===== config.mk =====
export PLATFORM = sky130hd
export DESIGN_NAME = dd_ram
export DESIGN_NICKNAME = d
export VERILOG_FILES = /design/src/rtl/core/dd_ram.sv
export SDC_FILE = /design/constraint.sdc
export NUM_CORES = 2
export LEC_CHECK = 0
export BUFFER_PORTS_ARGS = -buffer_cell sky130_fd_sc_hd__buf_2
export CORE_ASPECT_RATIO = 2
export CORE_MARGIN = 2
export CORE_UTILIZATION = 25
export DETAILED_ROUTE_END_ITERATION = 6
export GPL_ROUTABILITY_DRIVEN = 0
export PLACE_DENSITY = 0.48
export SLEW_MARGIN = 40
export SYNTH_ARGS = -nofsm -noshare
export SYNTH_HDL_FRONTEND = slang
export SYNTH_SLANG_ARGS = --single-unit

===== constraint.sdc =====
create_clock -name clk -period 3.8 [get_ports clk]
set_input_delay 0.57 -clock clk [delete_from_list [all_inputs] [get_ports clk]]
set_output_delay 0.57 -clock clk [all_outputs]
set_load 0.05 [all_outputs]

===== src/rtl/core/dd_ram.sv =====
// ----------------------------------------------------------------------------
// Generic synchronous RAM
// One write port and one read port with registered read data.
// ----------------------------------------------------------------------------
module dd_ram #(
    parameter int WIDTH = 32,
    parameter int DEPTH = 64
) (
    input  logic                     clk,
    input  logic                     we,
    input  logic [$clog2(DEPTH)-1:0] waddr,
    input  logic [WIDTH-1:0]         wdata,
    input  logic                     re,
    input  logic [$clog2(DEPTH)-1:0] raddr,
    output logic [WIDTH-1:0]         rdata
);

    logic [WIDTH-1:0] mem [DEPTH];
    logic [WIDTH-1:0] rdata_reg;

    always_ff @(posedge clk)
    begin
        if (we)
        begin
            mem[waddr] <= wdata;
        end
        if (re)
        begin
            rdata_reg <= mem[raddr];
        end
    end

    assign rdata = rdata_reg;

endmodule


# After elaboration in Yosys (flattened, before gate mapping)
# Memories as Yosys holds them, arrays and structs flattened. A register that Yosys moved wholly into a read port is not among the register bits.
# Cells that the tools add are included.
# word_totals
reg_bits	0
ram_bits	2048
input_bits	47
output_inout_bits	32
wordCells	3
mem_count	1
# classes
muxes	2
# mem_list
name	depth	word_bits	rd	rd_ports_with_merged_regs	write_ports	line	rtl
mem	64	32	1	1	1	18	logic [WIDTH-1:0] mem [DEPTH];
# op_table
operator	count
2-to-1 mux 1 bit	2

# Depth between registers and ports, before layout
# logic_depth
word_depth	2
depth_mapped	10
depth_no_buf	5

# Worst setup path after synthesis
# No wires, ideal clock.
# synth_timing
path_kind	in2reg
start	input waddr[3]
end	memory mem[48][0], enable pin
setup_time_ns	0.461
arrival_ns	3.269
t_required_ns	3.339
setup_slack_ns	0.070
stages	4
n_path_buf	1
cell_sequence	clkbuf_1 > nor2b_1 > nand4b_1 > nor3_1
# synth_lines
item	line	rtl
from (decl)	11	input logic [$clog2(DEPTH)-1:0] waddr,
to (decl)	18	
# No word-level cell before the write port.

==> results <==
- TritonCTS built the clock tree.
- The most crowded layer after global routing is met2.
- Measured along the x axis, the die boundary spans 401 um.
- The global routing usage on met2 is between 20% and 30%.
- The number of buffer and inverter stages on the critical path is 3.
- The sum of internal, switching and leakage power is approximately 0.046 W.
- Setup repair after global routing left no endpoint under its margin.
- Of the cells placed in the final design, the portion with a size suffix greater than 1 is 31.1%.
- The initial core utilization is roughly a quarter.
- Summing over every cut layer, the via total after detailed routing is 36600.
- Max-cap violations in this run came to 0.
- The count of placed standard cells including taps is ~7600.
- The number of global-route vias before repair is just under 40000.
- The final-report max-slew violation count is 0.
- In this run the mean area of a mapped cell was 23.7 sq um.
- The worst max-slew margin expressed relative to the limit is roughly 44%.
- Of the synthesized area, sequential elements account for approximately four fifths.
- The total overflow left after global routing is 0.
- The kind of cell with the highest combined delay along the critical path is buffers and inverters.
- Counting every net in the synthesized netlist gives 3371.
- The startpoint class of the critical path is a primary input.
- The maximum ir drop on the vdd rail is about 0.36 mV.
- The clock skew after layout is around 42 ps.
- The die covers roughly 0.32 sq mm.
- The most used flip-flop cell after synthesis is edfxtp_1.
- The row count is 291.
- The post-detailed-route DRC marker count is 0.
- In the layout the commonest cells are edfxtp_1 (2080), mux4_2 (544), buf_4 (231).
- The count of endpoints failing hold in the final timing report is 0.
- The tree built by TritonCTS fans out to between 2000 and 2500 sinks.
- The async set-or-reset flop fraction in the synthesized netlist is 0%.
- The kind of end point of the critical path is a register.
- Synthesis produced between 3000 and 4000 cells.
- At the placement stage, the worst setup path has a slack of between 150 and 200 ps.
- The average routed wire per standard cell is 30.1 um.
- Gates resized during post-CTS repair numbered 0.
- Global routing consumed, over all layers together, between 10% and 20% of the routing resources.
- Relative to the synthesized area, the layout overhead comes to 16.9%.
- The number of flip-flops under the largest register name is 2048.
- The largest net degree at the start of global routing is 65.
- After layout, the worst path uses between 60 and 70% of the clock period.
- The worst stage delay on the critical path is just over 600 ps.
- The non-filler instance count after layout is 7897.
- The flow ran to the end, and the final reports show no timing, DRC or antenna violations.
- The tree is rooted in a clkbuf_16.
- The clock input transition at the sequential cells of the worst setup and hold paths is approximately 70 ps.
- The dominant cell type by count on the critical path is nor2_1.
- The count of port buffers added during placement is 78.
- The total leakage power is 27.9 nW.
- The total length of routed wires is between 200 and 250 mm.
- The initial antenna violation count was 23.
- Post-CTS timing repair inserted 0 buffers for setup.
- The total of flip-flops plus latches after synthesis is between 2000 and 2500.
- Among all stages on the critical path, the largest delay is contributed by a21oi_1.
- The area of the placeable core is ~0.31 sq mm.
- The net count of the finished layout is about 3700.
- Across all setup checks in the final design, the least slack found is around 1200 ps.
- The H-tree generated during clock tree synthesis spans 4 levels.
- Traced cell by cell, the critical path runs through buf_8 -> buf_12 -> buf_4 -> mux4_2 -> o22ai_1 -> nor2_1 -> a21oi_1 -> nor2_1.
- In this run the cell area of the synthesized design comes to between 0.07 and 0.08 sq mm.
- The insertion delay of the later-clocked pin in the worst-skew pair is 840 ps.
- The via density per instance is between 4 and 5.
- The maximum number of buffers from clock root to sink is 4.
- In this run, post-CTS hold repair placed 0 buffers.
- At the worst endpoint, the required time is roughly 4400 ps.
- The library cell used most frequently in the layout, excluding fill and tap cells, is edfxtp_1.
- The number of clock buffers inserted by TritonCTS is 176.
- In this run the power density over the cells is roughly 500 mW/mm^2.
- Of all nets on the critical path, the largest fanout is 32.
- The transition time at the pin with the least slew margin is between 800 and 900 ps.
- The count of boundary I/O pins is around 80.
- Counting flops with a built-in enable in the synthesized netlist gives 2080.
- Counting I/O delays and the setup requirement, the final critical path takes around 2600 ps.
- For this run, global-route usage on met3 was measured as about 1.6%.
- The type of the worst setup path is primary input to register.
- The aggregate negative setup slack is 0 ps.
- The worst path arrival time is about 3200 ps.
- Setup violations remaining at the end of the flow were counted as 0.
- Before antenna repair, the detailed router went through 6 iterations.
- The worst hold path class is primary input to register.
- The first global-routing pass estimated approximately 330 mm of wire.
- The fraction of the core area covered by cells at the end of the flow is ~29%.
- Yosys printed 0 warnings.
- The routing usage on met1 is between 15 and 20%.
- The placed wire-length estimate after detailed placement is between 150 and 200 mm.
- The die is around 800 um tall.
- The fmax is 381 MHz.
- The detailed router's first-iteration violation count is ~3100.
- The number of routed nets with antenna violations is 0.
- The distinct cell type count after synthesis is 33.
kinds of logic (layout without fill, tap and decap cells):
family                 Yosys count  after routing  synth area share [%]
buffers and inverters          182            644                  1.12
muxes                          637            637                  16.7
other                            0              9                     0
and+or+nand+nor                223            223                  1.26
AOI/OAI and AO/OA              202            202                  1.67
DFF                           2080           2080                  79.2
final cells by class:
type | instances | area, sq um
Clock inverter | 77 | 684
Sequential cell | 2080 | 62500
Tap cell | 4102 | 5130
Timing Repair Buffer | 341 | 3270
Clock buffer | 226 | 4630
Multi-Input combinational cell | 1062 | 16000
Fill cell | 30600 | 222000
Antenna cell | 9 | 22.5
through the flow:
stage / cell area [sq um] / hold WS [ps]
global placement: 86700 / 826
floorplan: 78800 / 669
finish: 92200 / 151
detailed placement: 86800 / 812
CTS: 92100 / 208
global route: 92100 / 144
layer usage:
metal | routed length, um | vias to the layer above
li1 | - | 14900
met1 | 81800 | 20500
met2 | 139000 | 869
met3 | 9150 | 308
met4 | 7340 | 6
met5 | 46 | -
power breakdown:
| part | switching (W) | internal, W |
|---|---|---|
| clock network | 0.00828 | 0.00938 |
| registers | 0.000108 | 0.0254 |
| logic | 0.00165 | 0.000957 |
cells in the mapped netlist (2+ instances only):
cell | count | area [sq um]
a21oi_1 | 62 | 310
a22oi_1 | 12 | 90.1
a311oi_1 | 8 | 70.1
a41o_1 | 4 | 40.0
and2_1 | 2 | 12.5
and3_1 | 4 | 25.0
buf_1 | 21 | 78.8
buf_2 | 57 | 285
buf_4 | 25 | 188
buf_6 | 5 | 56.3
clkbuf_1 | 74 | 278
edfxtp_1 | 2080 | 62500
mux2i_1 | 93 | 931
mux4_2 | 544 | 12300
nand2_1 | 26 | 97.6
nand2b_1 | 8 | 50.1
nand3_1 | 5 | 25.0
nand3b_1 | 5 | 37.5
nand4_1 | 2 | 12.5
nor2_1 | 137 | 514
nor2b_1 | 15 | 93.8
nor3_1 | 7 | 35.0
o221ai_1 | 27 | 236
o22ai_1 | 84 | 526
o32ai_1 | 4 | 35.0
or3_1 | 3 | 18.8
or3b_1 | 2 | 17.5
or3b_2 | 3 | 26.3
worst register-to-register path, delay by kind of cell (launching register included):
family | cells | cell delay (ps)
multiplexers | 2 | 1080
AO/OA/AOI/OAI | 1 | 430
flip-flops | 1 | 370
AND/OR/NAND/NOR | 1 | 230
final timing paths:
| path | start | to | slack [ps] | depth (start not counted) |
|---|---|---|---|---|
| worst max-delay path | raddr[0] | rdata[29]$_DFFE_PP_ | 1180 | 8 |
| worst min-delay path | wdata[10] | mem[43][10]$_DFFE_PP_ | 150 | 1 |
| worst max register to register | mem[46][3]$_DFFE_PP_ | rdata[3]$_DFFE_PP_ | 1430 | 4 |
| worst min register to register | mem[28][4]$_DFFE_PP_ | rdata[4]$_DFFE_PP_ | 860 | 4 |
No activity file was read; power rests on OpenSTA's default activity.
