$ cat config.mk
export PLATFORM = sky130hd
export DESIGN_NAME = dd_mac
export DESIGN_NICKNAME = d
export VERILOG_FILES = /design/src/rtl/core/dd_pkg.sv /design/src/rtl/core/dd_mac.sv
export SDC_FILE = /design/constraint.sdc
export NUM_CORES = 2
export LEC_CHECK = 0
export ABC_AREA = 1
export ABC_CLOCK_PERIOD_IN_PS = 7900
export BUFFER_PORTS_ARGS = -buffer_cell sky130_fd_sc_hd__buf_4
export CAP_MARGIN = 40
export CORE_MARGIN = 2
export CORE_UTILIZATION = 45
export DETAILED_ROUTE_END_ITERATION = 10
export PLACE_DENSITY_LB_ADDON = 0.2
export SLEW_MARGIN = 5
export SYNTH_ARGS = -nofsm -noshare
export SYNTH_HDL_FRONTEND = slang
export SYNTH_SLANG_ARGS = --single-unit
$ cat constraint.sdc
create_clock -name clk -period 7.9 [get_ports clk]
set_input_delay 0.395 -clock clk [delete_from_list [all_inputs] [get_ports clk]]
set_output_delay 0.395 -clock clk [all_outputs]
set_load 0.005 [all_outputs]
$ cat src/rtl/core/dd_pkg.sv
// ----------------------------------------------------------------------------
// Direct DFT package
// Shared widths, pipeline tag and state types, and the twiddle generator.
// ----------------------------------------------------------------------------
package dd_pkg;

    localparam int SAMPLE_W  = 16;
    localparam int BIN_W     = 23;
    localparam int INDEX_W   = 6;
    localparam int PROD_W    = 2 * SAMPLE_W;
    localparam int ROT_STEPS = 18;

    localparam longint ROT_GAIN   = 64'sd652032874;
    localparam longint PH_HALF    = 64'sh0000_0000_8000_0000;
    localparam longint PH_FULL    = 64'sh0000_0001_0000_0000;
    localparam longint PH_QUARTER = 64'sh0000_0000_4000_0000;
    localparam longint Q15_MAX    = 64'sd32767;
    localparam longint Q15_MIN    = -64'sd32768;

    localparam longint ROT_ANGLE [ROT_STEPS] = '{
        64'sh20000000, 64'sh12E4051E, 64'sh09FB385B, 64'sh051111D4,
        64'sh028B0D43, 64'sh0145D7E1, 64'sh00A2F61E, 64'sh00517C55,
        64'sh0028BE53, 64'sh00145F2F, 64'sh000A2F98, 64'sh000517CC,
        64'sh00028BE6, 64'sh000145F3, 64'sh0000A2FA, 64'sh0000517D,
        64'sh000028BE, 64'sh0000145F
    };

    typedef enum logic {
        ST_LOAD,
        ST_RUN
    } dd_state_t;

    typedef struct packed {
        logic               valid;
        logic               first;
        logic               last;
        logic               frame_last;
        logic [INDEX_W-1:0] bin;
    } dd_tag_t;

    function automatic longint dd_to_q15(input longint v);
        longint r;
        r = (v + 64'sd16384) >>> 15;
        if (r > Q15_MAX) begin
            r = Q15_MAX;
        end
        if (r < Q15_MIN) begin
            r = Q15_MIN;
        end
        return r;
    endfunction

    // Returns {cos, sin} in Q1.15 for a phase given in units of 2^-32 turn.
    function automatic logic [PROD_W-1:0] dd_twiddle_fn(input logic [31:0] phase);
        longint z;
        longint x;
        longint y;
        longint nx;
        logic   flip;
        longint cq;
        longint sq;
        z    = longint'(phase);
        x    = ROT_GAIN;
        y    = 64'sd0;
        flip = 1'b0;
        if (z >= PH_HALF) begin
            z = z - PH_FULL;
        end
        if (z > PH_QUARTER) begin
            z    = z - PH_HALF;
            flip = 1'b1;
        end
        else if (z < -PH_QUARTER) begin
            z    = z + PH_HALF;
            flip = 1'b1;
        end
        for (int i = 0; i < ROT_STEPS; i++) begin
            if (z >= 64'sd0) begin
                nx = x - (y >>> i);
                y  = y + (x >>> i);
                z  = z - ROT_ANGLE[i];
            end
            else begin
                nx = x + (y >>> i);
                y  = y - (x >>> i);
                z  = z + ROT_ANGLE[i];
            end
            x = nx;
        end
        if (flip) begin
            x = -x;
            y = -y;
        end
        cq = dd_to_q15(x);
        sq = dd_to_q15(y);
        return {cq[SAMPLE_W-1:0], sq[SAMPLE_W-1:0]};
    endfunction

endpackage

$ cat src/rtl/core/dd_mac.sv
// ----------------------------------------------------------------------------
// Complex multiply-accumulate pipeline
// Multiplies each stored sample by its twiddle, floors the products to
// Q.15 and sums them per bin. The whole pipeline freezes when adv is low.
// ----------------------------------------------------------------------------
module dd_mac (
    input  logic                               clk,
    input  logic                               rst_n,
    input  logic                               adv,
    input  dd_pkg::dd_tag_t                    issue,
    input  logic signed [dd_pkg::SAMPLE_W-1:0] xr,
    input  logic signed [dd_pkg::SAMPLE_W-1:0] xi,
    input  logic signed [dd_pkg::SAMPLE_W-1:0] tw_c,
    input  logic signed [dd_pkg::SAMPLE_W-1:0] tw_s,
    output dd_pkg::dd_tag_t                    res,
    output logic signed [dd_pkg::BIN_W-1:0]    acc_re,
    output logic signed [dd_pkg::BIN_W-1:0]    acc_im
);
    import dd_pkg::*;

    dd_tag_t                  s1_reg, s2_reg, s3_reg;
    logic signed [PROD_W-1:0] p_rc_reg, p_is_reg, p_ic_reg, p_rs_reg;
    logic signed [PROD_W:0]   sum_re, sum_im;
    logic signed [PROD_W:0]   sh_re, sh_im;
    logic signed [BIN_W-1:0]  acc_re_reg, acc_re_next;
    logic signed [BIN_W-1:0]  acc_im_reg, acc_im_next;

    always_ff @(posedge clk or negedge rst_n)
    begin
        if (!rst_n)
        begin
            s1_reg <= '0;
            s2_reg <= '0;
            s3_reg <= '0;
        end
        else if (adv)
        begin
            s1_reg <= issue;
            s2_reg <= s1_reg;
            s3_reg <= s2_reg;
        end
    end

    always_ff @(posedge clk)
    begin
        if (adv)
        begin
            p_rc_reg   <= PROD_W'(xr) * PROD_W'(tw_c);
            p_is_reg   <= PROD_W'(xi) * PROD_W'(tw_s);
            p_ic_reg   <= PROD_W'(xi) * PROD_W'(tw_c);
            p_rs_reg   <= PROD_W'(xr) * PROD_W'(tw_s);
            acc_re_reg <= acc_re_next;
            acc_im_reg <= acc_im_next;
        end
    end

    always_comb
    begin
        sum_re      = (PROD_W + 1)'(p_rc_reg) + (PROD_W + 1)'(p_is_reg);
        sum_im      = (PROD_W + 1)'(p_ic_reg) - (PROD_W + 1)'(p_rs_reg);
        sh_re       = sum_re >>> (SAMPLE_W - 1);
        sh_im       = sum_im >>> (SAMPLE_W - 1);
        acc_re_next = (s2_reg.first ? '0 : acc_re_reg) + sh_re[BIN_W-1:0];
        acc_im_next = (s2_reg.first ? '0 : acc_im_reg) + sh_im[BIN_W-1:0];
    end

    assign res    = s3_reg;
    assign acc_re = acc_re_reg;
    assign acc_im = acc_im_reg;

endmodule

[Yosys cells after proc, flatten, opt, wreduce, memory -nomap -nowiden]
Cells that the tools add are included.
Cells by class
  $add $sub $neg: 4
  multipliers: 4
  mux-type cells: 2
Operators with widths (number)
  16-bit by 16-bit multiplier with 32-bit output: 4
  23-bit adder: 2
  23-bit two-way mux: 2
  32-bit by 32-bit adder with 33-bit output: 1
  32-bit by 32-bit subtractor with 33-bit output: 1
Word-level totals
  flip-flop bits (word level): 204
  bits of input ports: 77
  logic and storage cells: 31

[Longest topological paths before layout]
  depth after elaboration: 2
  mapped depth: 26
  gate-level depth less buffers: 26

[Worst setup path after synthesis]
OpenSTA, ideal clock, no wires.
  path kind: input to register
  start: in xi[15] (netlist bit)
  end: reg p_ic_reg[28], data pin
  setup time: 0.252 ns
  arrival: 5.367 ns
  slack: 2.281 ns
  cell stages on the path: 20
  cell sequence: clkbuf_1 > nand2_1 > inv_1 > fa_1 > fa_1 > fa_1 > fa_1 > fa_1 > inv_1 > fa_1 > inv_1 > ha_1 > a21o_1 > o21bai_1 > a21oi_1 > o21ai_0 > a21oi_1 > nand2_1 > nand2_1 > nand2_1
On the way
  word-level cells in the longest chain between the ends: 1
RTL lines
  start, declared: RTL line dd_mac.sv:12  | input logic signed [dd_pkg::SAMPLE_W-1:0] xi,
  16-bit by 16-bit multiplier with 32-bit output: RTL line dd_mac.sv:50  | p_ic_reg <= PROD_W'(xi) * PROD_W'(tw_c);
  end signal, assigned: RTL line dd_mac.sv:50
  end, declared: RTL line dd_mac.sv:22  | logic signed [PROD_W-1:0] p_rc_reg, p_is_reg, p_ic_reg, p_rs_reg;
Every way passes these cells.
A chain may end at the register's enable or synchronous reset.

[Worst setup path in the final report]
  start: in tw_s[1] (netlist bit)
  end: reg p_is_reg[29], data pin
On the way
  word-level cells in the longest chain between the ends: 1
RTL lines
  start, declared: RTL line dd_mac.sv:14  | input logic signed [dd_pkg::SAMPLE_W-1:0] tw_s,
  16-bit by 16-bit multiplier with 32-bit output: RTL line dd_mac.sv:49  | p_is_reg <= PROD_W'(xi) * PROD_W'(tw_s);
  end signal, assigned: RTL line dd_mac.sv:49
  end, declared: RTL line dd_mac.sv:22
Every way passes these cells.

==> flow_metrics.tcl <==
set metrics [dict create \
    status "finished, final reports clean" \
    path_common_cell "fa_1" \
    synthArstFlopShare_pct 14.71 \
    die_h_um 350.9 \
    top_layer "met4" \
    cts_resized 0 \
    antenna_found_initial 0 \
    fillers 11880 \
    drv_slew 0 \
    ys.flop_type "edfxtp_1" \
    dieWidth_um 350.9 \
    arrival_ps 6220 \
    seqCellArea_mm2 0.005977 \
    period_share_pct 74.42 \
    critPathKind "input port to register" \
    ys_warn_count 0 \
    wirelength_um 147500 \
    clk_pin_slew_worst_paths_ps 70 \
    synthesis.instances 6781 \
    dieArea_mm2 0.1231 \
    pre_cts_slack_ps 1481 \
    fin_setup_tns_ps 0 \
    holdBufCountCts 3 \
    rsz0062_at_grt "no" \
    vias 42300 \
    cp-start-kind "input port" \
    fin_skew_ps 25.71 \
    num_rows 127 \
    cts_buffer_depth 3 \
    drive_gt1_share_pct 3.618 \
    detail_route.wl_per_cell_um 17.60 \
    syn_area_mm2 0.05414 \
    hold_viol 0 \
    syn2layout_area_growth_pct 6.214 \
    setup_slack_ps 2021 \
    numCtsBuffers 27 \
    avgViaCountPerCell 5.046 \
    ys_types 48 \
    setup_violations 0 \
    slew_headroom_pct 48.96 \
    ys_seq_area_share_pct 11.04 \
    grt_max_degree 87 \
    h-tree-depth 1 \
    drt_iter0_markers 2969 \
    period_needed_ps 5879 \
    hold_class "input port to register" \
    nNetsFinal 8311 \
    core_area_mm2 0.1197 \
    worst_slew_pin_slew_ps 765.6 \
    antennaDiodeCount 0 \
    grt_pass1_wl_um 238600 \
    io_buffers 132 \
    crit_buf_inv 5 \
    cp_max_fo 32 \
    route.met2.wl_um 66600 \
    critPathCaptureType "register" \
    drc_errors 0 \
    synth_area_per_cell_um2 7.984 \
    ant_nets 0 \
    dr.pass1.iters 6 \
    fmax_mhz 170.1 \
    place.gp.congestion 0.9282 \
    cap_violations 0 \
    cts_tree "done" \
    syn_nets 8342 \
    cts_root_buf "clkbuf_16" \
    met1Wirelength_um 68390 \
    wl_met3_um 9343 \
    ios 133 \
    dpl.hpwl_um 119100 \
    crit_family "adder cells" \
    insertion_delay_ps 610 \
    start_util_pct 45.25 \
    cts_setup_buffers 0 \
    grt_usage_pct 24.74 \
    critPathRequiredTime_ps 8240 \
    worstPathCellList "buf_4 -> nand2_1 -> inv_1 -> fa_1 -> fa_1 -> fa_1 -> fa_1 -> fa_1 -> inv_1 -> fa_1 -> inv_1 -> ha_1 -> nand2_1 -> nor2_1 -> inv_1 -> nor3_1 -> o21ai_0 -> nand4_1 -> nand2_1" \
    synth-edff-count 174 \
    grt_pass1_vias 43920 \
    grt.overflow.total 0 \
    ys_seq_elements 204 \
    critPathMaxStageDelay_ps 910 \
    numClockSinks 204 \
    slowest_stage "fa_1" \
    multiInputGateArea_mm2 0.04007 \
]
[per-stage QoR]
stage,hold WS (ps),util [%],cells,area (um2)
2_1_floorplan,99.41,-,6781,54140
3_3_place_gp,341.5,47.17,8328,56440
3_5_place_dp,342.0,47.21,8330,56490
4_1_cts,3.356,48.06,8383,57500
5_1_grt,19.74,48.06,8383,57500
6_report,31.83,48.06,8383,57500
[worst paths after layout]
check / startpoint / end / slack [ps] / cells after the start
max: tw_s[1] / p_is_reg[29] / 2020 / 19
max reg2reg: p_ic_reg[8] / acc_im[18] / 3640 / 14
min: issue[5] / s1_reg[5] / 30 / 3
min reg2reg: s1_reg[2] / s2_reg[2] / 470 / 2
min in group asynchronous: rst_n / s2_reg[8] / 260 / 2
max in group asynchronous: rst_n / s1_reg[1] / 7350 / 2
[per-layer routing]
layer  global-route usage, %  vias up
met5                       0        -
met4                   5.378        0
met3                   3.115      157
met2                   39.51     1205
met1                   36.00    21180
li1                        -    19750
[layout by cell type, fill, tap and decap left out, types with 29 or more instances in the layout]
cell,synthesis,final
inv_1,1953,1953
nand2_1,1577,1577
fa_1,1050,1050
ha_1,434,434
nor2_1,349,349
a21oi_1,239,239
edfxtp_1,174,174
nand3_1,167,167
buf_4,0,136
o21ai_0,127,127
xor2_1,123,123
xnor2_1,67,67
a21o_1,45,45
nor3_1,40,40
nand4_1,34,34
o21bai_1,30,30
dfrtp_1,30,29
[synth_stat cells, types with 34 or more instances]
library cell / instances / area [um2]
a21o_1: 45 / 337.8
a21oi_1: 239 / 1196
clkbuf_1: 199 / 747.0
edfxtp_1: 174 / 5225
fa_1: 1050 / 21020
ha_1: 434 / 5430
inv_1: 1953 / 7331
nand2_1: 1577 / 5919
nand3_1: 167 / 835.8
nand4_1: 34 / 212.7
nor2_1: 349 / 1310
nor3_1: 40 / 200.2
o21ai_0: 127 / 635.6
xnor2_1: 67 / 586.8
xor2_1: 123 / 1077
[tightest hold or removal path, cell delays in order]
cell     delay [ps]
buf_4            80
nand2_1          40
o21ai_0          70
[logic make-up after synthesis]
| logic type | count (synthesis) | share of synthesized area [%] |
|---|---|---|
| adders and majority gates | 1484 | 48.86 |
| muxes | 10 | 0.2080 |
| xor gates and xnor gates | 190 | 3.074 |
| DFF | 204 | 11.04 |
| and+or+nand+nor | 2209 | 16.28 |
| buffers and inverters | 2157 | 14.95 |
| AOI/OAI and AO/OA | 527 | 5.586 |
[cell type report]
| class | count | share of cell area [%] |
|---|---|---|
| clock buffer | 30 | 1.195 |
| clock inverter | 20 | 0.5157 |
| inverter | 1955 | 12.76 |
| multi-input combinational | 4420 | 69.68 |
| sequential | 204 | 10.39 |
| tap | 1612 | 3.507 |
| timing repair buffer | 142 | 1.950 |
Power is not shown: default switching activity piles up to over one toggle a cycle in this logic, so the estimate is an artifact.
