--- src/rtl/core/dd_pkg.sv ---
// ----------------------------------------------------------------------------
// Direct DFT package
// Shared widths, pipeline tag and state types, and the twiddle generator.
// ----------------------------------------------------------------------------
package dd_pkg;

    localparam int SAMPLE_W  = 16;
    localparam int BIN_W     = 23;
    localparam int INDEX_W   = 6;
    localparam int PROD_W    = 2 * SAMPLE_W;
    localparam int ROT_STEPS = 18;

    localparam longint ROT_GAIN   = 64'sd652032874;
    localparam longint PH_HALF    = 64'sh0000_0000_8000_0000;
    localparam longint PH_FULL    = 64'sh0000_0001_0000_0000;
    localparam longint PH_QUARTER = 64'sh0000_0000_4000_0000;
    localparam longint Q15_MAX    = 64'sd32767;
    localparam longint Q15_MIN    = -64'sd32768;

    localparam longint ROT_ANGLE [ROT_STEPS] = '{
        64'sh20000000, 64'sh12E4051E, 64'sh09FB385B, 64'sh051111D4,
        64'sh028B0D43, 64'sh0145D7E1, 64'sh00A2F61E, 64'sh00517C55,
        64'sh0028BE53, 64'sh00145F2F, 64'sh000A2F98, 64'sh000517CC,
        64'sh00028BE6, 64'sh000145F3, 64'sh0000A2FA, 64'sh0000517D,
        64'sh000028BE, 64'sh0000145F
    };

    typedef enum logic {
        ST_LOAD,
        ST_RUN
    } dd_state_t;

    typedef struct packed {
        logic               valid;
        logic               first;
        logic               last;
        logic               frame_last;
        logic [INDEX_W-1:0] bin;
    } dd_tag_t;

    function automatic longint dd_to_q15(input longint v);
        longint r;
        r = (v + 64'sd16384) >>> 15;
        if (r > Q15_MAX) begin
            r = Q15_MAX;
        end
        if (r < Q15_MIN) begin
            r = Q15_MIN;
        end
        return r;
    endfunction

    // Returns {cos, sin} in Q1.15 for a phase given in units of 2^-32 turn.
    function automatic logic [PROD_W-1:0] dd_twiddle_fn(input logic [31:0] phase);
        longint z;
        longint x;
        longint y;
        longint nx;
        logic   flip;
        longint cq;
        longint sq;
        z    = longint'(phase);
        x    = ROT_GAIN;
        y    = 64'sd0;
        flip = 1'b0;
        if (z >= PH_HALF) begin
            z = z - PH_FULL;
        end
        if (z > PH_QUARTER) begin
            z    = z - PH_HALF;
            flip = 1'b1;
        end
        else if (z < -PH_QUARTER) begin
            z    = z + PH_HALF;
            flip = 1'b1;
        end
        for (int i = 0; i < ROT_STEPS; i++) begin
            if (z >= 64'sd0) begin
                nx = x - (y >>> i);
                y  = y + (x >>> i);
                z  = z - ROT_ANGLE[i];
            end
            else begin
                nx = x + (y >>> i);
                y  = y - (x >>> i);
                z  = z + ROT_ANGLE[i];
            end
            x = nx;
        end
        if (flip) begin
            x = -x;
            y = -y;
        end
        cq = dd_to_q15(x);
        sq = dd_to_q15(y);
        return {cq[SAMPLE_W-1:0], sq[SAMPLE_W-1:0]};
    endfunction

endpackage

--- src/rtl/core/dd_twiddle.sv ---
// ----------------------------------------------------------------------------
// Twiddle table
// Constant cosine and sine table built at elaboration, with registered read.
// ----------------------------------------------------------------------------
module dd_twiddle #(
    parameter int POINTS = 64
) (
    input  logic                                clk,
    input  logic                                en,
    input  logic [$clog2(POINTS)-1:0]           idx,
    output logic signed [dd_pkg::SAMPLE_W-1:0]  tw_c,
    output logic signed [dd_pkg::SAMPLE_W-1:0]  tw_s
);
    import dd_pkg::*;

    logic [PROD_W-1:0] rom [POINTS];
    logic [PROD_W-1:0] tw_reg;

    for (genvar g = 0; g < POINTS; g++)
    begin : g_rom
        localparam logic [63:0] PH = (64'(g) << 32) / POINTS;
        assign rom[g] = dd_twiddle_fn(PH[31:0]);
    end

    always_ff @(posedge clk)
    begin
        if (en)
        begin
            tw_reg <= rom[idx];
        end
    end

    assign tw_c = tw_reg[PROD_W-1:SAMPLE_W];
    assign tw_s = tw_reg[SAMPLE_W-1:0];

endmodule

--- config.mk ---
export PLATFORM = sky130hd
export DESIGN_NAME = dd_twiddle
export DESIGN_NICKNAME = d
export VERILOG_FILES = /design/src/rtl/core/dd_pkg.sv /design/src/rtl/core/dd_twiddle.sv
export SDC_FILE = /design/constraint.sdc
export NUM_CORES = 1
export LEC_CHECK = 0
export BUFFER_PORTS_ARGS = -buffer_cell sky130_fd_sc_hd__buf_2
export CAP_MARGIN = 20
export CORE_ASPECT_RATIO = 1.2
export CORE_UTILIZATION = 55
export CTS_BUF_LIST = sky130_fd_sc_hd__clkbuf_2 sky130_fd_sc_hd__clkbuf_4 sky130_fd_sc_hd__clkbuf_8
export DETAILED_ROUTE_END_ITERATION = 10
export GPL_TIMING_DRIVEN = 1
export PLACE_DENSITY_LB_ADDON = 0.15
export SLEW_MARGIN = 20
export SYNTH_ARGS = -nofsm -noshare
export SYNTH_HDL_FRONTEND = slang
export SYNTH_SLANG_ARGS = --single-unit
--- constraint.sdc ---
create_clock -name clk -period 2.8 [get_ports clk]
set_clock_uncertainty 0.15 [all_clocks]
set_input_delay 0.14 -clock clk [delete_from_list [all_inputs] [get_ports clk]]
set_output_delay 0.14 -clock clk [all_outputs]
set_load 0.1 [all_outputs]
# Yosys cells after proc, flatten, opt, wreduce, memory -nomap -nowiden
# Memory sizes are Yosys's and may differ from the RTL's. A register that Yosys moved wholly into a read port is not among the register bits.
# Cells that the tools add are included.
classes:
  bitwise: 1
ops:
  columns: ["cell", "count"]
  rows:
  - ["$not A6 Y7", 1]
totals:
  regBits: 0
  mem_bits_ro: 2048
  in_bits: 8
  output_inout_bits: 32
  word_cells: 2
  n_memories: 1
memory_table:
  columns: ["name", "words", "word_bits", "read_ports", "rd_clocked_by_memory_dff", "write_ports", "line_no", "rtl"]
  rows:
  - ["(name not given)", 64, 32, 1, 1, 0, "dd_twiddle.sv:29", "tw_reg <= rom[idx];"]

# Logic depth before layout (Yosys ltp)
# Gate-level depths: netlist (run 1).
depth:
  ltp_word: 1
  mapped_depth: 9
  ltp_nobuf: 6

# Least setup slack after synthesis (run 1)
# Ideal clock, no wire load.
synth_timing:
  path_type: "input to register"
  from: "input idx[1]"
  to: "register tw_reg[24] (data pin)"
  setup_time_ps: 273
  arrival_ps: 1765
  required_time_ps: 2377
  slack_ps: 612
  cell_stages: 8
  path_buffers: 2
  path_cell_list: "clkbuf_1 inv_1 ha_1 clkbuf_1 mux2_2 mux4_2 nor2_1 a31oi_1"
synth_via:
  elab_chain_cells: 1
synth_rtl:
  columns: ["item", "line_no", "rtl"]
  rows:
  - ["from (decl)", "dd_twiddle.sv:10", "input logic [$clog2(POINTS)-1:0] idx,"]
  - ["$not A6 Y7 (implied by the code)", "dd_twiddle.sv:29", null]
  - ["to (decl)", "dd_twiddle.sv:17", "logic [PROD_W-1:0] tw_reg;"]
# Every way passes these cells.

# Worst setup path in the final report (run 1)
layout_timing:
  from: "input idx[0]"
  to: "register tw_reg[28] (data pin)"
# Same word-level chain as after synthesis.

==> metrics.md, run 1 <==
| Metric | Value |
|---|---|
| Non-filler cells, final | 433 |
| Antenna viol nets, final | 0 |
| Synth cell types | 58 |
| Finished Cell Area | 0.00341 mm² |
| Diodes inserted | 0 |
| Leak | 1.34 nW |
| Run status | complete, but fails checks |
| Mean routed wirelength per cell | 20.5 µm |
| Dpl ws | 0.303 ns |
| Post-route worst setup slack | 0.567 ns |
| Share of cells above drive strength 1 | 21.3% |
| Port bufs | 39 |
| Synthesized flop and latch total | 32 |
| # DRC | 10 |
| Grt ovf | 0 |
| Final nets | 389 |
| Die footprint | 0.00595 mm² |
| Routed vias/inst | 7.05 |
| Slowest-stage cell, CP | ha_1 |
| Pwr/cell area | 563 mW/mm² |
| CP Launch Type | input pin |
| Fin. Hold Viols | 0 |
| CP Max Fanout | 17 |
| Beginning of the critical path | idx[0] |
| GRT Total Usage | 31.2% |
| Number of CTS-inserted buffers | 5 |
| Placed Area | 0.00330 mm² |
| Ys flop type | edfxtp_1 |
| Most frequent cells in the layout | buf_2, edfxtp_1, a21oi_1 |
| Max IR drop VDD | 333 µV |
| Setup tns final | 0 ns |
| Core ar. | 0.00537 mm² |
| Final Setup Violations | 0 |
| Max-slew headroom | 52.2% |
| Final worst path period share | 79.7% |
| H-tree depth | 2 |
| CTS root buf | clkbuf_8 |
| # IOs | 40 |
| Total Power | 1.92 mW |
| Crit-path cells | buf_2 > inv_1 > ha_1 > or2_1 > a21oi_1 > o21ai_0 > a311o_1 |
| CTS tree | done |
| First-pass GRT wire length | 14.5 mm |
| CP required | 2.68 ns |
| Post-synthesis sequential area ratio | 30.9% |
| Drt initial violations | 528 |
| Placer Congestion | 1.04 |
| Final design utilization | 63.5% |
| Reg clk slew, reported paths | 0.07 ns |
| WHS | 0.283 ns |
| Vias in the first global route | 2850 |
| Worst setup EP type | register |
| Failing checks | design-rule violations |
| Die height | 84.3 µm |
| Die W | 70.6 µm |
| Vias | 3052 |
| # hold bufs at CTS | 0 |
| WL final | 8.87 mm |
| Pin slew with the least headroom to its limit | 0.710 ns |
| Starting Density | 57.8% |
| Max FFs per register | 32 |
| HP Start | idx[5] |
| CP Data Arrival Time | 2.11 ns |
| Max_cap viols | 0 |
| Hpwl dp | 6.30 mm |
| Net Count, Synth | 364 |
| P&R area growth vs syn | 9.79% |
| Cell Rows | 29 |
| Clk sinks | 32 |
| Initial antenna violation count | 0 |
| RSZ-0062 raised after global routing | false |
| Largest stage delay on the critical path | 0.44 ns |
| Post-Syn Instances | 345 |
| Post-CTS setup buffers | 0 |
| Most common cell after layout, fill and taps aside | buf_2 |
| Hold Path Class | input pin to register |
| Synthesis Warnings | 0 |
| Setup CP Type | input pin to register |
| Avg Cell Area, Syn | 9.00 µm² |
| Post-synth EDFFs | 32 |
| PostCTS Resize Cnt | 0 |
| Pins over their slew limit | 0 |
| Filler cell count | 471 |
| Largest net degree at the start of global routing | 44 |
| Period minus WS final | 2.23 ns |
| Max Clk Rate | 0.448 GHz |
| Drt pass-1 iters | 11 |
| CTS Buffer Depth | 2 |
| Asr flop ratio synth | 0% |
| Hold Path Cell Cnt | 3 |
| Inst Count DP | 425 |
| Mapped Area | 0.00311 mm² |
-- synthesized netlist by cell type (all sizes together), types with 2 or more instances --
cell type	instances	area, µm²
mux2	3	37.5
a211oi	11	82.6
buf	23	143
o211ai	5	37.5
clkbuf	13	50.0
o221ai	3	26.3
nor3	10	50.1
xnor2	4	35.0
nand2	27	101
and3	6	37.5
o211a	3	30.0
a221o	3	30.0
o311ai	3	26.3
nor4	2	12.5
a21oi	29	145
a22oi	2	15.0
a2111oi	2	17.5
nand2b	17	106
nor2	22	82.6
o21ai	14	70.1
o31a	2	17.5
nand3	10	50.1
a31oi	8	50.1
mux2i	8	80.1
nand3b	4	30.0
a2bb2oi	2	17.5
nor2b	6	37.5
or2	5	31.3
o32ai	2	17.5
o22ai	5	31.3
a221oi	2	17.5
o31ai	2	15.0
edfxtp	32	961
ha	11	138
and2	2	12.5
inv	11	41.3
mux4	11	248
a222oi	3	30.0
a311oi	5	43.8
-- path summary, 6_finish.rpt --
kind,to,slack (ns)
worst max-delay path,tw_reg[28],0.57
worst min-delay path,tw_reg[28],0.28
-- cells by family after synthesis --
group | Yosys count | synth area share, %
buffers and inverters | 47 | 7.53
flip-flops | 32 | 30.9
AO/OA/AOI/OAI | 113 | 25.1
XOR/XNOR | 5 | 1.41
adder cells (fa/ha/maj) | 11 | 4.43
AND/OR/NAND/NOR | 115 | 18.8
multiplexers | 22 | 11.8
-- report_power, final --
part	switching [mW]	internal [mW]	leakage, nW
registers	0.00984	0.597	0.313
logic	0.675	0.199	0.970
clock network	0.167	0.273	0.0586
-- layer usage --
metal | global-route usage [%] | share of wire (%)
met1 | 42.0 | 39
met2 | 48.8 | 44
met3 | 6.12 | 13
met4 | 14.0 | 3.6
met5 | 0 | 0
-- layout make-up --
cell class | count | area, µm² | share of cell area [%]
clock buffers | 6 | 76.3 | 2.24
clock inverters | 2 | 35.0 | 1.03
inverters | 11 | 41.3 | 1.21
multi-input cells | 266 | 1910 | 56.0
flip-flops and latches | 32 | 961 | 28.2
well taps | 62 | 77.6 | 2.28
repair buffers | 54 | 308 | 9.03
-- critical path, delay by kind of cell --
family | cells | cell delay, ns
compound gates | 3 | 0.66
fa+ha+maj | 1 | 0.44
buf+inv | 2 | 0.45
simple gates | 1 | 0.42
Power figures use the tool's default switching activity.
==> inputs of run 2 (changes only) <==
==> constraint.sdc (replaced) <==
create_clock -name clk -period 2.11 [get_ports clk]
set_clock_uncertainty 0.15 [all_clocks]
set_input_delay 0.1055 -clock clk [delete_from_list [all_inputs] [get_ports clk]]
set_output_delay 0.1055 -clock clk [all_outputs]
set_load 0.1 [all_outputs]
==> metrics.md, run 2 (same netlist as run 1, synthesis figures left out) <==
| Metric | Value |
|---|---|
| CP Max Fanout | 7 (-10) |
| Worst setup EP type | register |
| Die height | 84.3 µm (unchanged) |
| Register Area | 961 µm² (unchanged) |
| CTS root buf | clkbuf_8 |
| Run status | complete, but fails checks |
| Non-filler cells, final | 460 (+6.2%) |
| # IOs | 40 (unchanged) |
| Final Setup Violations | 0 (unchanged) |
| RSZ-0062 raised after global routing | false |
| Max-slew headroom | 51.2% (-1.0 points) |
| Max IR drop VDD | 384 µV (+15%) |
| Largest stage delay on the critical path | 0.37 ns (-0.07 ns) |
| Vias | 3241 (+6.2%) |
| CTS tree | done |
| Most frequent cells in the layout | buf_4, buf_2, edfxtp_1 |
| Cell Rows | 29 (unchanged) |
| Placed Area | 0.00355 mm² (+7.5%) |
| Slowest-stage cell, CP | a221o_1 |
| Die footprint | 0.00595 mm² (unchanged) |
| Number of CTS-inserted buffers | 5 (unchanged) |
| Largest net degree at the start of global routing | 55 (+25%) |
| Initial antenna violation count | 0 (unchanged) |
| Hold Path Class | input pin to register |
| CP Launch Type | input pin |
| Setup CP Type | input pin to register |
| Crit-path cells | buf_2 > inv_1 > ha_1 > buf_4 > nand2b_1 > nand3_1 > nand2_1 > a221o_1 |
| Mean routed wirelength per cell | 21.9 µm (+7.0%) |
| Final nets | 417 (+7.2%) |
| Hold Path Cell Cnt | 1 (-2) |
| Die W | 70.6 µm (unchanged) |
| CP Data Arrival Time | 1.75 ns (-0.36 ns) |
| Fin. Hold Viols | 0 (unchanged) |
| Routed vias/inst | 7.05 (about the same) |
| Post-CTS setup buffers | 0 (unchanged) |
| WL final | 10.1 mm (+14%) |
| Pin slew with the least headroom to its limit | 0.732 ns (+0.0219 ns) |
| Placer Congestion | 1.08 (+4.0%) |
| Antenna viol nets, final | 0 (unchanged) |
| HP Start | en |
| GRT Total Usage | 34.8% (+3.6 points) |
| First-pass GRT wire length | 15.9 mm (+9.8%) |
| Clk sinks | 32 (unchanged) |
| Vias in the first global route | 3067 (+7.6%) |
| Port bufs | 39 (unchanged) |
| Max FFs per register | 32 (unchanged) |
| Leak | 1.47 nW (+9.7%) |
| Share of cells above drive strength 1 | 26.1% (+4.8 points) |
| Drt initial violations | 479 (-9.3%) |
| Finished Cell Area | 0.00362 mm² (+6.2%) |
| Pwr/cell area | 685 mW/mm² (+22%) |
| Starting Density | 57.8% (unchanged) |
| Inst Count DP | 453 (+6.6%) |
| Filler cell count | 461 (-2.1%) |
| CP delay by family, top | buffers and inverters |
| Core ar. | 0.00537 mm² (unchanged) |
| Hpwl dp | 7.40 mm (+17%) |
| Period minus WS final | 1.88 ns |
| Diodes inserted | 0 (unchanged) |
| H-tree depth | 2 (unchanged) |
| Drt pass-1 iters | 9 (-2) |
| Max Clk Rate | 0.531 GHz |
| Pins over their slew limit | 0 (unchanged) |
| P&R area growth vs syn | 16.6% |
| Hold endpoint | tw_reg[9] |
| Max_cap viols | 0 (unchanged) |
| # DRC | 5 (-5) |
| Final worst path period share | 89.3% |
| Multi-input logic area | 0.00191 mm² (unchanged) |
| Most common cell after layout, fill and taps aside | buf_4 |
| CTS Buffer Depth | 2 (unchanged) |
| # hold bufs at CTS | 0 (unchanged) |
| Reg clk slew, reported paths | 0.08 ns (about the same) |
| Failing checks | design-rule violations |
| PostCTS Resize Cnt | 0 (unchanged) |
| Buffers & Inverters on Critical Path | 3 (+1) |
| CP required | 1.97 ns (-0.71 ns) |
| Grt ovf | 0 (unchanged) |
==> run 2: changes by cell type in the layout (fill, tap and decap cells not counted) <==
cell	change
buf_12	+3
clkinv_2	-1
clkbuf_4	-1
bufinv_16	-1
buf_4	+25
clkinv_1	+2
==> run 2: area by class of cell <==
cell class | instances | share of cell area, %
Sequential cell | 32 | 26.5
Multi-Input combinational cell | 266 | 52.7
Tap cell | 62 | 2.14
Timing Repair Buffer | 82 | 15.3
Clock buffer | 5 | 1.90
Inverter | 11 | 1.14
Clock inverter | 2 | 0.207
==> run 2: routing by layer <==
layer / track usage [%] / routed length (µm) / vias up
li1: - / - / 1437
met1: 46.3 / 3770 / 1512
met2: 56.5 / 4740 / 258
met3: 3.72 / 1160 / 34
met4: 17.3 / 417 / 0
met5: 0 / 0 / -
==> run 2: worst max path at each step <==
stage,start,to,cells past startpoint
after global placement,idx[1],tw_reg[20],7
after global routing,idx[1],tw_reg[1],8
after detailed placement,idx[1],tw_reg[20],7
after CTS,idx[1],tw_reg[20],7
final,idx[1],tw_reg[6],8
after floorplan,idx[0],tw_reg[21],7
==> run 2: power breakdown <==
part	internal [mW]	switching, mW	total, mW
logic	0.308	0.915	1.22
registers	0.793	0.0189	0.812
clock network	0.218	0.230	0.448
total	1.32	1.16	2.48
==> run 2: stage by stage <==
stage	total power [mW]	hold slack, ns	setup slack [ns]	setup TNS, ns	utilization (%)
after floorplan	1.77	0.0680	0.0877	0	-
after global placement	2.01	0.563	-0.00719	-0.00719	66.0
after detailed placement	2.03	0.567	-0.0198	-0.0198	66.0
after CTS	2.46	0.277	0.267	0	67.5
after global routing	2.56	0.313	0.156	0	67.5
final	2.48	0.264	0.226	0	67.5
==> inputs of run 3 (changes only) <==
--- a/config.mk
+++ b/config.mk
@@ -5,14 +5,14 @@
 export SDC_FILE = /design/constraint.sdc
 export NUM_CORES = 1
 export LEC_CHECK = 0
-export BUFFER_PORTS_ARGS = -buffer_cell sky130_fd_sc_hd__buf_2
 export CAP_MARGIN = 20
 export CORE_ASPECT_RATIO = 1.2
 export CORE_UTILIZATION = 55
 export CTS_BUF_LIST = sky130_fd_sc_hd__clkbuf_2 sky130_fd_sc_hd__clkbuf_4 sky130_fd_sc_hd__clkbuf_8
 export DETAILED_ROUTE_END_ITERATION = 10
+export DONT_BUFFER_PORTS = 1
 export GPL_TIMING_DRIVEN = 1
-export PLACE_DENSITY_LB_ADDON = 0.15
+export PLACE_DENSITY = 0.7
 export SLEW_MARGIN = 20
 export SYNTH_ARGS = -nofsm -noshare
 export SYNTH_HDL_FRONTEND = slang
==> constraint.sdc (replaced) <==
create_clock -name clk -period 2.11 [get_ports clk]
set_clock_uncertainty 0.15 [all_clocks]
set_input_delay 0.422 -clock clk [delete_from_list [all_inputs] [get_ports clk]]
set_output_delay 0.422 -clock clk [all_outputs]
set_load 0.1 [all_outputs]
==> metrics.md, run 3 (same netlist as run 1, synthesis figures left out) <==
| Metric | Value |
|---|---|
| Run status | complete, but fails checks |
| Failing checks | design-rule violations |
| Dpl ws | 0.00520 ns (+0.0250 ns) |
| First-pass GRT wire length | 15.3 mm (-4.1%) |
| P&R area growth vs syn | 15.7% |
| H-tree depth | 2 (unchanged) |
| Register Area | 961 µm² (unchanged) |
| Max Clk Rate | 0.538 GHz (+1.3%) |
| Finished Cell Area | 0.00359 mm² (-0.83%) |
| Max_cap viols | 0 (unchanged) |
| CP Max Fanout | 16 (+9) |
| Port bufs | 0 (-100%) |
| Period minus WS final | 1.86 ns (-0.0240 ns) |
| Setup CP Type | input pin to register |
| Max FFs per register | 32 (unchanged) |
| CP Launch Type | input pin |
| CTS Buffer Depth | 2 (unchanged) |
| CTS tree | done |
| WL final | 9.50 mm (-5.8%) |
| Core ar. | 0.00537 mm² (unchanged) |
| Filler cell count | 466 (+1.1%) |
| Drt pass-1 iters | 10 (+1) |
| Antenna viol nets, final | 0 (unchanged) |
| Most frequent cells in the layout | buf_4, edfxtp_1, a21oi_1 |
| # hold bufs at CTS | 0 (unchanged) |
| Final Setup Violations | 0 (unchanged) |
| Largest net degree at the start of global routing | 75 (+36%) |
| PostCTS Resize Cnt | 0 (unchanged) |
| Multi-input logic area | 0.00196 mm² (+2.5%) |
| CTS root buf | clkbuf_8 |
| Reg clk slew, reported paths | 0.06 ns (-0.02 ns) |
| Worst setup EP type | register |
| Pins over their slew limit | 0 (unchanged) |
| Final worst path period share | 88.1% (-1.1 points) |
| Setup tns final | 0 ns (unchanged) |
| Die footprint | 0.00595 mm² (unchanged) |
| Clk sinks | 32 (unchanged) |
| Grt ovf | 0 (unchanged) |
| Initial antenna violation count | 0 (unchanged) |
| Vias | 3032 (-6.4%) |
| Max-slew headroom | 70.8% (+20 points) |
| Final design utilization | 66.9% (-0.56 points) |
| Final nets | 397 (-4.8%) |
| RSZ-0062 raised after global routing | false |
| Most common cell after layout, fill and taps aside | buf_4 |
| Pwr/cell area | 673 mW/mm² (-1.9%) |
| Fin. Hold Viols | 0 (unchanged) |
| Placed Area | 0.00351 mm² (-0.88%) |
| Mean routed wirelength per cell | 21.6 µm (-1.5%) |
| Drt initial violations | 408 (-15%) |
| # IOs | 40 (unchanged) |
| Vias in the first global route | 2797 (-8.8%) |
| Die height | 84.3 µm (unchanged) |
| CP required | 1.99 ns (+0.02 ns) |
| Starting Density | 57.8% (unchanged) |
| Share of cells above drive strength 1 | 24.1% (-2.1 points) |
| Pin slew with the least headroom to its limit | 0.432 ns (-0.300 ns) |
| Routed vias/inst | 6.89 (-2.2%) |
| # DRC | 4 (-1) |
| Max IR drop VDD | 352 µV (-8.2%) |
| Die W | 70.6 µm (unchanged) |
| CP Data Arrival Time | 1.74 ns (about the same) |
| Post-route worst setup slack | 0.250 ns (+0.0240 ns) |
| GRT Total Usage | 34.0% (-0.79 points) |
| Post-CTS setup buffers | 0 (unchanged) |
| Diodes inserted | 0 (unchanged) |
| Placer Congestion | 1.03 (-4.5%) |
| Cell Rows | 29 (unchanged) |
| Number of CTS-inserted buffers | 5 (unchanged) |
| Leak | 1.40 nW (-5.0%) |
| Hpwl dp | 6.86 mm (-7.3%) |
| Hold Path Class | input pin to register |
==> run 3: cell count changes in the layout (fill, tap and decap cells not counted), moves of 2 or more <==
cell,before,now
ha_4,0,3
buf_12,3,0
ha_1,11,7
buf_4,40,62
inv_1,10,8
buf_2,39,0
==> run 3: cell type report <==
class | count | share of cell area [%]
multi-input cells | 266 | 54.5
clock buffers | 5 | 1.92
flip-flops and latches | 32 | 26.8
inverters | 11 | 1.50
well taps | 62 | 2.16
clock inverters | 2 | 0.209
repair buffers | 62 | 13.0
==> run 3: metrics by stage <==
stage / hold slack (ns) / power, mW / std cells
detailed placement: 0.386 / 1.98 / 433
CTS: 0.0889 / 2.41 / 440
global route: 0.0897 / 2.50 / 440
finish: 0.0931 / 2.42 / 440
global placement: 0.386 / 1.97 / 433
floorplan: 0.384 / 1.79 / 345
==> run 3: path summary, 6_finish.rpt <==
kind / startpoint / to / depth (start not counted)
worst max-delay path: idx[0] / tw_reg[19] / 8
worst min-delay path: en / tw_reg[25] / 0
==> run 3: worst max-delay path: stages <==
cell     delay, ns
inv_6         0.07
ha_1          0.22
buf_4         0.13
inv_1         0.04
mux2i_1       0.31
a22oi_1       0.15
buf_4         0.17
o211a_1       0.21
==> run 3: where the power goes <==
group	switching, mW	leakage (nW)	internal [mW]
combinational	0.825	1.05	0.338
clock	0.223	0.0391	0.217
sequential	0.0193	0.313	0.793
==> run 3: per-layer routing <==
metal  track usage (%)  vias to the layer above  wire (µm)
li1                  -                     1397          -
met1              45.1                     1417       3620
met2              51.5                      183       4370
met3              7.32                       35       1020
met4              19.5                        0        486
met5                 0                        -          0
